**src/rtl/core/sit_pkg.sv**
```systemverilog
// ============================================================================
// sit_pkg
// Shared types and constants of the segment intersection test unit.
// ============================================================================
package sit_pkg;

    localparam int COORD_BITS_DEF     = 24;
    localparam int FRAC_BITS_DEF      = 8;
    localparam int QUOT_FRAC_BITS_DEF = 16;

    localparam int              TOL_BITS  = 16;
    localparam logic [TOL_BITS-1:0] TOL_RESET = 16'd1;

    localparam int QUEUE_DEPTH = 4;

    typedef enum logic [2:0] {
        CODE_EXTENT      = 3'd0,
        CODE_PAR_OFFSET  = 3'd1,
        CODE_COL_OVERLAP = 3'd2,
        CODE_COL_APART   = 3'd3,
        CODE_CROSS       = 3'd4,
        CODE_MISS        = 3'd5,
        CODE_DEGEN       = 3'd6
    } t_code;

    // Classification that travels from the front end to the back end
    typedef struct packed {
        logic  done;   // result already settled in the front end
        logic  hit;
        t_code code;
        logic  sneg;   // sign of the s quotient
        logic  tneg;   // sign of the t quotient
    } t_ctrl;

endpackage

```
**src/rtl/core/sit_queue.sv**
```systemverilog
// ============================================================================
// sit_queue
// Small register queue that decouples the front end from the back end.
// ============================================================================
module sit_queue #(
    parameter int WIDTH = 8,
    parameter int DEPTH = sit_pkg::QUEUE_DEPTH
) (
    input  logic             i_clk,
    input  logic             i_rst_n,
    input  logic             i_valid,
    output logic             o_ready,
    input  logic [WIDTH-1:0] i_data,
    output logic             o_valid,
    input  logic             i_ready,
    output logic [WIDTH-1:0] o_data
);
    localparam int AW = (DEPTH > 1) ? $clog2(DEPTH) : 1;
    localparam int CNTW = $clog2(DEPTH + 1);

    logic [WIDTH-1:0] r_mem [DEPTH];
    logic [AW-1:0]    r_wp, r_rp;
    logic [CNTW-1:0]  r_cnt;
    logic             push, pop;

    assign o_ready = r_cnt != CNTW'(DEPTH);
    assign o_valid = r_cnt != '0;
    assign o_data  = r_mem[r_rp];
    assign push    = i_valid && o_ready;
    assign pop     = o_valid && i_ready;

    always_ff @(posedge i_clk) begin
        if (!i_rst_n) begin
            r_wp  <= '0;
            r_rp  <= '0;
            r_cnt <= '0;
        end else begin
            if (push) begin
                r_wp <= (r_wp == AW'(DEPTH - 1)) ? '0 : r_wp + 1'b1;
            end
            if (pop) begin
                r_rp <= (r_rp == AW'(DEPTH - 1)) ? '0 : r_rp + 1'b1;
            end
            unique case ({push, pop})
                2'b10:   r_cnt <= r_cnt + 1'b1;
                2'b01:   r_cnt <= r_cnt - 1'b1;
                default: r_cnt <= r_cnt;
            endcase
        end
        if (push) begin
            r_mem[r_wp] <= i_data;
        end
    end

    a_cnt_bound: assert property (@(posedge i_clk) disable iff (!i_rst_n)
        r_cnt <= CNTW'(DEPTH))
        else $error("queue count beyond depth");

    a_cnt_push: assert property (@(posedge i_clk) disable iff (!i_rst_n)
        (push && !pop) |=> (r_cnt == $past(r_cnt) + 1'b1))
        else $error("queue count missed a push");

endmodule

```
**config.mk**
```make
export PLATFORM = sky130hd
export DESIGN_NAME = sit_queue
export DESIGN_NICKNAME = d
export VERILOG_FILES = /design/src/rtl/core/sit_pkg.sv /design/src/rtl/core/sit_queue.sv
export SDC_FILE = /design/constraint.sdc
export NUM_CORES = 1
export LEC_CHECK = 0
export ABC_CLOCK_PERIOD_IN_PS = 6800
export BUFFER_PORTS_ARGS = -buffer_cell sky130_fd_sc_hd__buf_2
export CELL_PAD_IN_SITES_DETAIL_PLACEMENT = 1
export CELL_PAD_IN_SITES_GLOBAL_PLACEMENT = 2
export CORE_UTILIZATION = 44
export DETAILED_ROUTE_END_ITERATION = 16
export PLACE_DENSITY = 0.87
export SLEW_MARGIN = 20
export SYNTH_ARGS = -nofsm -noshare
export SYNTH_HDL_FRONTEND = slang
export SYNTH_SLANG_ARGS = --single-unit
export TNS_END_PERCENT = 20
```
**constraint.sdc**
```tcl
create_clock -name i_clk -period 6.8 [get_ports i_clk]
set_input_delay 1.36 -clock i_clk [delete_from_list [all_inputs] [get_ports i_clk]]
set_output_delay 1.36 -clock i_clk [all_outputs]
set_load 0.005 [all_outputs]
```
==> implementation parameters, run 1 <==
Parameter                              Value

Floorplanning
  Die area    4010 um2
  Die extent in x    63.3 um
  Effective utilization at floorplan    47.7%
  Area inside the core boundary    3470 um2
  Num ports    22
  Number of cell rows    21
  Vertical extent of the die    63.3 um

Clocking
  Total CTS buffers    5
  Clock Pin Slew Worst Setup and Hold Paths    0.07 ns
  Clock insertion delay at the later pin of the skew report    0.29 ns
  Cell at the root of the clock tree    sky130_fd_sc_hd__clkbuf_8
  Clock tree buffer depth    2
  CTS H-Tree Depth    2
  Hold buffer count at CTS    0
  Number of gates resized after CTS    0
  TritonCTS clock tree    built
  Post-CTS setup-driven buffer insertion count    0
  Sinks on Clock Net    41

Global route
  Vias in the first global route    942
  Global-route wire length before repair    4.52 mm
  Remaining global-route overflow    0
  Global-route usage over all layers    15.9%
  Pin count of the biggest net entering global routing    14
  Number of antenna violations at the first check in global routing    0

Power
  Power share of the sequential group    52.5%
  Part of the total power dissipated in combinational logic    24.3%
  Leakage    0.687 nW
  Peak supply drop    190 uV
  Clock power frac    23.1%
  Internal power    464 uW
  Switch share    27.8%
  Power density normalized to cell area    342 nW/um2
  Switching power summed over all nets    179 uW
  Total power consumption of the routed design    643 uW

Routing
  Overall via count from detail_route    866
  Initial drt markers    26
  Number of design rule violations left after detail routing    0
  Post-detailed-route via-to-cell ratio    5.12
  Count of antenna-violating nets left after detailed routing    0
  Aggregate routed wire length    2.72 mm
  Number of optimization iterations in the first detailed-route pass    4
  Average detailed-routed wire length per instance    16.1 um

Worst hold path
  Worst hold path startpoint    r_wp[1]
  Hold Crit Class    reg -> reg

Timing
  Pins Over Slew Limit    0
  Final setup violating endpoints    0
  Final setup skew    0.00514 ns
  Total Negative Setup Slacks    0 ns
  Final hold slack    0.508 ns
  Top achievable clock speed    332 MHz
  RSZ-0062 raised after global routing    no
  Post-layout min period    3.01 ns
  Period Utilization, post-route    44.2%
  Relative slew slack    60.8%
  Worst-margin pin slew    0.583 ns
  Number of hold violations in the final report    0

Final layout
  Antenna Cells    0
  Fraction of final layout cells sized beyond drive strength 1    35.0%
  Most frequent standard cell in the layout excluding fill and tap cells    sky130_fd_sc_hd__edfxtp_1
  Finished Cell Area    1880 um2
  Flip-flop and latch area    1140 um2
  Layout fillers    362
  Final-stage net count    141
  Highest-count cells in the layout ignoring fill and taps    sky130_fd_sc_hd__edfxtp_1 (32), sky130_fd_sc_hd__buf_2 (21), sky130_fd_sc_hd__dfxtp_1 (9)
  Total area of multi-input combinational cells    463 um2
  Synth-to-layout area growth    13.6%

Place
  Gpl congestion    0.677
  Number of input and output port buffers inserted    21
  Estimated wirelength of the detail-placed design    2.00 mm
  Total placed instance area    1790 um2

Worst setup path
  Launching element type of the critical path    register
  Origin of the critical flop-to-flop path    r_cnt[2]
  Required @ worst endpoint    5.44 ns
  Data arrival time of the critical path    1.65 ns
  Critical Setup Path Class    reg -> out
  Setup crit end kind    primary output
  Peak fanout along the critical path    8

Yosys
  Flops & latches, synth    41
  Net count of the mapped netlist    117
  Post-synthesis instance area    1650 um2
  Gate Count Post-Synth    98
  Post-synthesis cell type count    27
  Count of warnings emitted by yosys    0
  Register area share after synthesis    69.0%
  Average size of a mapped cell    16.9 um2

Job
  Max cap viols    0

Status
  Run status    complete, no violations
-- per-layer routing --
metal,vias to the layer above,track usage (%),part of all wire [%]
met1,426,18.7,42
met3,5,5.62,4.8
met5,-,0,0
li1,412,-,-
met4,0,6.82,2.0
met2,23,26.3,52
-- cell families after synthesis --
kind of cell,after synthesis,share of synthesized area (%)
flops,41,69.0
mux,9,11.5
fa+ha+maj,7,5.75
simple gates,21,7.26
buf+inv,11,3.03
compound gates,7,2.42
xor+xnor,2,1.06
-- area by class of cell --
type                            instances  share of cell area (%)
Sequential cell                        41                    60.7
Multi-Input combinational cell         46                    24.6
Timing Repair Buffer                   21                    5.59
Clock buffer                            5                    3.66
Tap cell                               46                    3.06
Inverter                                7                    1.40
Clock inverter                          3                   0.932
-- synthesized netlist by cell type (all sizes together) --
| library cell | number | area share (%) |
|---|---|---|
| or3 | 2 | 0.91 |
| xor2 | 1 | 0.53 |
| mux4 | 8 | 11 |
| and2 | 3 | 1.3 |
| dfxtp | 9 | 11 |
| o31ai | 1 | 0.45 |
| nor2 | 2 | 0.45 |
| and3 | 4 | 1.7 |
| ha | 6 | 4.5 |
| o21ai | 5 | 1.5 |
| clkbuf | 1 | 0.23 |
| nand2 | 6 | 1.4 |
| buf | 3 | 1.2 |
| edfxtp | 32 | 58 |
| nand3 | 2 | 0.61 |
| fa | 1 | 1.2 |
| a21boi | 1 | 0.45 |
| nand4 | 1 | 0.38 |
| inv | 7 | 1.6 |
| mux2i | 1 | 0.61 |
| xnor2 | 1 | 0.53 |
| or3b | 1 | 0.53 |
-- critical path, cell delays in order, from the launching register on --
cell and delay (ns):
sky130_fd_sc_hd__dfxtp_1 0.65, sky130_fd_sc_hd__mux4_2 0.57, sky130_fd_sc_hd__buf_2 0.14
-- through the flow --
step | setup WS, ns | utilization, % | cells
after floorplan | 3.95 | - | 98
after global placement | 3.79 | 51.7 | 161
after detailed placement | 3.68 | 51.7 | 161
after CTS | 3.72 | 54.2 | 169
after global routing | 3.66 | 54.2 | 169
final | 3.79 | 54.2 | 169
-- worst paths after layout --
kind                                   to  slack (ns)  cells past startpoint
worst min register to register    r_wp[1]        0.51                      2
worst max register to register   r_cnt[2]        4.24                      9
worst min-delay path              r_wp[1]        0.51                      2
worst max-delay path            o_data[0]        3.79                      2
-- sequential cells by signal, summed over array words and instances, names as in the netlist, named ones only --
register and count:
r_cnt 3, r_rp 2, r_mem 32, r_wp 2
-- power by group through the flow --
stage	combinational (mW)	clock, mW	sequential, mW
after CTS	0.159	0.154	0.339
after floorplan	0.124	0	0.324
after detailed placement	0.159	0	0.344
final	0.156	0.149	0.338
after global placement	0.153	0	0.343
after global routing	0.178	0.163	0.345
Note: power is estimated with default switching activity, not from simulation.
==> inputs of run 2 (changes only) <==
--- a/config.mk
+++ b/config.mk
@@ -5,13 +5,13 @@
 export SDC_FILE = /design/constraint.sdc
 export NUM_CORES = 1
 export LEC_CHECK = 0
-export ABC_CLOCK_PERIOD_IN_PS = 6800
+export ABC_CLOCK_PERIOD_IN_PS = 2500
 export BUFFER_PORTS_ARGS = -buffer_cell sky130_fd_sc_hd__buf_2
 export CELL_PAD_IN_SITES_DETAIL_PLACEMENT = 1
 export CELL_PAD_IN_SITES_GLOBAL_PLACEMENT = 2
-export CORE_UTILIZATION = 44
+export CORE_UTILIZATION = 37
 export DETAILED_ROUTE_END_ITERATION = 16
-export PLACE_DENSITY = 0.87
+export PLACE_DENSITY = 0.79
 export SLEW_MARGIN = 20
 export SYNTH_ARGS = -nofsm -noshare
 export SYNTH_HDL_FRONTEND = slang
==> constraint.sdc (replaced) <==
create_clock -name i_clk -period 2.5 [get_ports i_clk]
set_input_delay 0.5 -clock i_clk [delete_from_list [all_inputs] [get_ports i_clk]]
set_output_delay 0.5 -clock i_clk [all_outputs]
set_load 0.005 [all_outputs]
==> run 2 against run 1 <==
- non-clock buffer count is 1 higher
- combinational power increased to 2.8 times the previous value
- count of clock-buffer cells in the layout is the same
- wire length grew 6.8%
- design area is 3.3% higher
- die area up 18%
- critical endpoint is now r_cnt[2]
==> implementation parameters, run 2 (same netlist as run 1, synthesis figures left out) <==
Parameter                              Value

Status
  Run status    complete, no violations

Clocking
  Hold buffer count at CTS    0 (unchanged)
  Sinks on Clock Net    41 (unchanged)
  Clock tree buffer depth    2 (unchanged)
  Cell at the root of the clock tree    sky130_fd_sc_hd__clkbuf_8
  Clock insertion delay at the later pin of the skew report    0.28 ns (about the same)
  Total CTS buffers    5 (unchanged)
  CTS H-Tree Depth    2 (unchanged)
  Clock Pin Slew Worst Setup and Hold Paths    0.07 ns (about the same)
  TritonCTS clock tree    built
  Number of gates resized after CTS    0 (unchanged)
  Post-CTS setup-driven buffer insertion count    0 (unchanged)

Worst setup path
  Origin of the critical flop-to-flop path    r_cnt[1]
  Data arrival time of the critical path    2.61 ns (+0.96 ns)
  Count of buffering cells on the critical path with inverters included    2 (+1)
  Cells traversed along the worst timing path    or3b_1, and2_4, inv_1, ha_1, inv_1, fa_1, xor2_1, or3_2, a21boi_1
  Cell class contributing the biggest share of worst-path delay    simple AND/OR/NAND/NOR gates
  Required @ worst endpoint    2.71 ns (-2.73 ns)
  Stage delay of the slowest cell on the critical path    0.41 ns (-0.24 ns)
  Endpoint of the worst-slack reg-to-reg timing path    r_cnt[2]
  Launching element type of the critical path    register
  Cell with the largest stage delay on the worst path    sky130_fd_sc_hd__or3b_1
  Cell repeated most along the worst path    sky130_fd_sc_hd__inv_1
  R2R cell count    9 (unchanged)
  Critical Setup Path Class    reg -> reg
  Setup crit end kind    register
  Flop-to-flop setup slack    0.11 ns (-4.13 ns)
  Peak fanout along the critical path    5 (-3)

Routing
  Initial drt markers    36 (+38%)
  M1 WL    1.12 mm (-0.80%)
  Routed met3 length    123 um (-5.4%)
  Post-detailed-route via-to-cell ratio    5.01 (-2.2%)
  Routed met2 length    1.61 mm (+15%)
  Top sig layer    met4
  Count of antenna-violating nets left after detailed routing    0 (unchanged)
  Overall via count from detail_route    872 (+0.69%)
  Number of optimization iterations in the first detailed-route pass    4 (unchanged)
  Number of design rule violations left after detail routing    0 (unchanged)
  Average detailed-routed wire length per instance    16.7 um (+3.7%)
  Aggregate routed wire length    2.91 mm (+6.8%)

Global route
  Remaining global-route overflow    0 (unchanged)
  Vias in the first global route    929 (-1.4%)
  Global-route wire length before repair    4.41 mm (-2.4%)
  Pin count of the biggest net entering global routing    14 (unchanged)
  Global-route usage over all layers    14.1% (-1.8 points)
  Number of antenna violations at the first check in global routing    0 (unchanged)

Floorplanning
  Num ports    22 (unchanged)
  Die extent in x    68.9 um (+8.8%)
  Area inside the core boundary    4140 um2 (+19%)
  Number of cell rows    23 (+9.5%)
  Effective utilization at floorplan    39.9% (-7.8 points)
  Die area    4740 um2 (+18%)
  Vertical extent of the die    68.9 um (+8.8%)

Timing
  RSZ-0062 raised after global routing    no
  Final setup skew    0.00203 ns (-0.00311 ns)
  Number of hold violations in the final report    0 (unchanged)
  Worst setup slack after layout    0.109 ns (-3.68 ns)
  Period Utilization, post-route    95.7%
  Worst-margin pin slew    0.573 ns (-0.00910 ns)
  Top achievable clock speed    418 MHz
  Pins Over Slew Limit    0 (unchanged)
  Final setup violating endpoints    0 (unchanged)
  Post-layout min period    2.39 ns
  Relative slew slack    61.7% (+0.89 points)
  Total Negative Setup Slacks    0 ns (unchanged)

Worst hold path
  Instance count along the most critical hold path    1 (-1)
  Worst hold path endpoint    r_mem[1][3]
  Hold Crit Class    in -> reg
  Worst hold path startpoint    i_data[3]

Final layout
  Final-stage net count    142 (+0.71%)
  Largest register by flop count    r_mem
  Largest regs    r_mem x32, r_cnt x3
  Fraction of final layout cells sized beyond drive strength 1    36.3% (+1.3 points)
  Antenna Cells    0 (unchanged)
  Max FFs per register    32 (unchanged)
  Most frequent standard cell in the layout excluding fill and tap cells    sky130_fd_sc_hd__edfxtp_1
  Synth-to-layout area growth    17.3%
  Layout fillers    435 (+20%)
  Highest-count cells in the layout ignoring fill and taps    sky130_fd_sc_hd__edfxtp_1 (32), sky130_fd_sc_hd__buf_2 (21), sky130_fd_sc_hd__mux4_2 (8), sky130_fd_sc_hd__dfxtp_1 (8), sky130_fd_sc_hd__inv_1 (7)

Power
  Peak supply drop    299 uV (+58%)
  Power density normalized to cell area    1010 nW/um2 (+200%)
  Leakage    0.715 nW (+4.2%)

Job
  Max cap viols    0 (unchanged)

Place
  Worst setup timing slack at the placement stage    0.0974 ns (-3.59 ns)
  Gpl congestion    0.653 (-3.6%)
  Number of input and output port buffers inserted    21 (unchanged)
  Estimated wirelength of the detail-placed design    2.15 mm (+7.5%)
-- run 2: cell count changes in the layout (fill, tap and decap cells not counted), sizes merged --
cell | previous run | this run
bufinv | 0 | 2
buf | 21 | 22
clkinv | 2 | 1
clkinvlp | 1 | 0
-- run 2: where the power goes --
group          leakage [nW]  internal, mW  total, mW  switching, mW
Sequential            0.368         0.834      0.921         0.0872
Clock                0.0681         0.396      0.606          0.209
Combinational         0.279         0.242      0.438          0.196
Total                 0.715          1.47       1.97          0.493
-- run 2: layout make-up --
| cell class | count | area [um2] | share of cell area (%) |
|---|---|---|---|
| Sequential cell | 41 | 1140 | 58.9 |
| Multi-Input combinational cell | 46 | 463 | 23.9 |
| Timing Repair Buffer | 22 | 113 | 5.80 |
| Clock buffer | 5 | 68.8 | 3.55 |
| Clock inverter | 3 | 65.1 | 3.35 |
| Tap cell | 50 | 62.6 | 3.22 |
| Inverter | 7 | 26.3 | 1.35 |
-- run 2: worst max path at each step --
| stage | startpoint | end | slack, ns | cells after the start |
|---|---|---|---|---|
| global route | r_cnt[1] | r_cnt[2] | 0.01 | 9 |
| CTS | r_cnt[2] | r_cnt[2] | 0.06 | 9 |
| finish | r_cnt[1] | r_cnt[2] | 0.11 | 9 |
| floorplan | r_cnt[2] | r_cnt[2] | 0.16 | 10 |
| detailed placement | r_cnt[2] | r_cnt[2] | 0.1 | 9 |
| global placement | r_cnt[2] | r_cnt[2] | 0.20 | 9 |
-- run 2: worst register-to-register path: stages, from the launching register on --
cell	delay (ns)
sky130_fd_sc_hd__dfxtp_1	0.35
sky130_fd_sc_hd__or3b_1	0.41
sky130_fd_sc_hd__and2_4	0.18
sky130_fd_sc_hd__inv_1	0.05
sky130_fd_sc_hd__ha_1	0.18
sky130_fd_sc_hd__inv_1	0.06
sky130_fd_sc_hd__fa_1	0.38
sky130_fd_sc_hd__xor2_1	0.16
sky130_fd_sc_hd__or3_2	0.41
sky130_fd_sc_hd__a21boi_1	0.15
-- run 2: through the flow --
stage | hold WS (ns) | std cells | total power, mW | util (%) | area (um2)
after floorplan | 0.468 | 98 | 1.22 | - | 1650
after global placement | 0.490 | 166 | 1.35 | 43.6 | 1810
after detailed placement | 0.508 | 166 | 1.39 | 43.6 | 1810
after CTS | 0.417 | 174 | 2.00 | 46.8 | 1940
after global routing | 0.420 | 174 | 2.08 | 46.8 | 1940
final | 0.425 | 174 | 1.97 | 46.8 | 1940
-- run 2: routing by layer --
layer | track usage, % | up-vias
li1 | - | 413
met1 | 15.6 | 437
met2 | 24.6 | 17
met3 | 3.62 | 5
met4 | 7.65 | 0
met5 | 0 | -
==> inputs of run 3 (changes only) <==
--- a/config.mk
+++ b/config.mk
@@ -9,6 +9,7 @@
 export BUFFER_PORTS_ARGS = -buffer_cell sky130_fd_sc_hd__buf_2
 export CELL_PAD_IN_SITES_DETAIL_PLACEMENT = 1
 export CELL_PAD_IN_SITES_GLOBAL_PLACEMENT = 2
+export CORE_ASPECT_RATIO = 0.7
 export CORE_UTILIZATION = 37
 export DETAILED_ROUTE_END_ITERATION = 16
 export PLACE_DENSITY = 0.79
==> run 3 against run 2 <==
- worst hold slack improved by 0.0017 ns
- critical endpoint unchanged
- die area hardly changed
- critical path depth unchanged
- register-to-register slack gained 0.02 ns
- combinational power grew 0.9%
- wire length decreased by 4.4%
- first-iteration DRC count increased by 5.6%
- global-route usage is 0.54 points lower
- design area fell by 1.8%
==> implementation parameters, run 3 (same netlist as run 1, synthesis figures left out) <==
Parameter                              Value

Final layout
  Max FFs per register    32 (unchanged)
  Highest-count cells in the layout ignoring fill and taps    sky130_fd_sc_hd__edfxtp_1 (32), sky130_fd_sc_hd__buf_2 (21), sky130_fd_sc_hd__mux4_2 (8), sky130_fd_sc_hd__dfxtp_1 (8), sky130_fd_sc_hd__inv_1 (7)
  Synth-to-layout area growth    15.2%
  Largest register by flop count    r_mem
  Fraction of final layout cells sized beyond drive strength 1    36.3% (unchanged)
  Final-stage net count    142 (unchanged)
  Layout fillers    418 (-3.9%)
  Most frequent standard cell in the layout excluding fill and tap cells    sky130_fd_sc_hd__edfxtp_1
  Largest regs    r_mem x32, r_cnt x3
  Antenna Cells    0 (unchanged)

Global route
  Global-route usage over all layers    13.6% (-0.54 points)
  Pin count of the biggest net entering global routing    14 (unchanged)
  Global-route wire length before repair    4.41 mm (unchanged)
  Remaining global-route overflow    0 (unchanged)
  Number of antenna violations at the first check in global routing    0 (unchanged)
  Vias in the first global route    917 (-1.3%)

Timing
  Top achievable clock speed    421 MHz (+0.65%)
  Post-layout min period    2.38 ns (-0.0154 ns)
  Final setup violating endpoints    0 (unchanged)
  Relative slew slack    63.6% (+1.9 points)
  Period Utilization, post-route    95.0% (-0.62 points)
  RSZ-0062 raised after global routing    no
  Total Negative Setup Slacks    0 ns (unchanged)
  Worst-margin pin slew    0.545 ns (-0.0281 ns)
  Final setup skew    0.00387 ns (+0.00183 ns)
  Number of hold violations in the final report    0 (unchanged)
  Pins Over Slew Limit    0 (unchanged)

Worst setup path
  Endpoint of the worst-slack reg-to-reg timing path    r_cnt[2]
  Setup crit end kind    register
  Flop-to-flop setup slack    0.12 ns (+0.02 ns)
  Logic depth of the worst setup path including buffers    9 (unchanged)
  Cell class contributing the biggest share of worst-path delay    simple AND/OR/NAND/NOR gates
  Cell repeated most along the worst path    sky130_fd_sc_hd__inv_1
  Cells traversed along the worst timing path    or3b_4, and2_4, inv_1, ha_1, inv_1, fa_1, xor2_1, or3_2, a21boi_1
  Stage delay of the slowest cell on the critical path    0.41 ns (about the same)
  Origin of the critical flop-to-flop path    r_cnt[1]
  Critical Setup Path Class    reg -> reg
  Cell with the largest stage delay on the worst path    sky130_fd_sc_hd__or3_2
  Count of buffering cells on the critical path with inverters included    2 (unchanged)
  R2R cell count    9 (unchanged)
  Peak fanout along the critical path    5 (unchanged)
  Launching element type of the critical path    register
  Required @ worst endpoint    2.72 ns (about the same)
  Data arrival time of the critical path    2.60 ns (about the same)

Routing
  Initial drt markers    38 (+5.6%)
  Post-detailed-route via-to-cell ratio    5.01 (about the same)
  Number of design rule violations left after detail routing    0 (unchanged)
  Overall via count from detail_route    882 (+1.1%)
  Number of optimization iterations in the first detailed-route pass    4 (unchanged)
  Count of antenna-violating nets left after detailed routing    0 (unchanged)
  Aggregate routed wire length    2.78 mm (-4.4%)
  Average detailed-routed wire length per instance    15.8 um (-5.5%)

Clocking
  Total CTS buffers    5 (unchanged)
  Clock tree buffer depth    2 (unchanged)
  Clock Pin Slew Worst Setup and Hold Paths    0.08 ns (about the same)
  Clock insertion delay at the later pin of the skew report    0.29 ns (about the same)
  Cell at the root of the clock tree    sky130_fd_sc_hd__clkbuf_8
  CTS H-Tree Depth    2 (unchanged)
  TritonCTS clock tree    built
  Sinks on Clock Net    41 (unchanged)

Floorplanning
  Area inside the core boundary    4090 um2 (-1.3%)
  Vertical extent of the die    57.9 um (-16%)
  Num ports    22 (unchanged)
  Number of cell rows    19 (-17%)
  Die area    4750 um2 (about the same)
  Die extent in x    81.9 um (+19%)
  Effective utilization at floorplan    40.5% (+0.54 points)

Worst hold path
  Hold Crit Class    in -> reg
  Worst hold path endpoint    r_mem[1][2]
  Instance count along the most critical hold path    1 (unchanged)
  Worst hold path startpoint    i_data[2]

Job
  Max cap viols    0 (unchanged)

Place
  Gpl congestion    0.668 (+2.4%)
  Number of input and output port buffers inserted    21 (unchanged)

Power
  Total power consumption of the routed design    1.81 mW (-7.9%)
  Power density normalized to cell area    950 nW/um2 (-6.2%)
  Leakage    0.694 nW (-2.9%)
  Peak supply drop    422 uV (+41%)

Status
  Run status    complete, no violations
## run 3: cell types whose count changed in the layout (fill, tap and decap cells not counted), sizes merged
cell	before	now
clkinv	1	0
clkbuf	5	7
clkinvlp	0	1
bufinv	2	0
## run 3: worst max path at each step
stage               startpoint       end
CTS                   r_cnt[2]  r_cnt[2]
floorplan             r_cnt[2]  r_cnt[2]
finish                r_cnt[1]  r_cnt[2]
global placement      r_cnt[2]  r_cnt[2]
global route          r_cnt[1]  r_cnt[2]
detailed placement    r_cnt[2]  r_cnt[2]
## run 3: metrics by stage
stage | setup WS (ns) | std cells | hold slack, ns | instance area (um2) | utilization, %
2_1_floorplan | 0.155 | 98 | 0.468 | 1650 | -
3_3_place_gp | 0.192 | 168 | 0.496 | 1810 | 44.2
3_5_place_dp | 0.102 | 168 | 0.506 | 1810 | 44.2
4_1_cts | 0.0715 | 176 | 0.415 | 1900 | 46.5
5_1_grt | 0.00615 | 176 | 0.413 | 1910 | 46.6
6_report | 0.124 | 176 | 0.427 | 1910 | 46.6
## run 3: worst reg2reg max path, stage by stage, from the launching register on
cell and delay, ns:
sky130_fd_sc_hd__dfxtp_1 0.34, sky130_fd_sc_hd__or3b_4 0.40, sky130_fd_sc_hd__and2_4 0.18, sky130_fd_sc_hd__inv_1 0.05, sky130_fd_sc_hd__ha_1 0.18, sky130_fd_sc_hd__inv_1 0.07, sky130_fd_sc_hd__fa_1 0.37, sky130_fd_sc_hd__xor2_1 0.17
sky130_fd_sc_hd__or3_2 0.41, sky130_fd_sc_hd__a21boi_1 0.13
## run 3: where the power goes
group          internal, mW  switching (mW)  total (mW)
logic                 0.247           0.195       0.442
registers             0.834          0.0870       0.921
clock network         0.224           0.223       0.447
total                  1.31           0.505        1.81
## run 3: cell type report
cell class              count  area, um2  area share, %
multi-input cells          46        465           24.4
clock buffers               7       86.3           4.53
repair buffers             22        113           5.91
inverters                   7       26.3           1.38
clock inverters             1       7.51          0.394
flip-flops and latches     41       1140           59.9
well taps                  52       65.1           3.41
## run 3: per-layer routing
| layer | up-vias | track usage (%) | routed length [um] |
|---|---|---|---|
| met5 | - | 0 | 0 |
| met4 | 0 | 5.26 | 36 |
| met3 | 5 | 4.25 | 118 |
| met2 | 17 | 21.5 | 1330 |
| met1 | 445 | 17.6 | 1300 |
| li1 | 415 | - | - |
## run 3: timing repair
action                     in CTS  in global routing
setup endpoints to repair       0                  1
hold buffers                    0                  0
gates resized for setup         0                  2
buffers inserted                0                  0
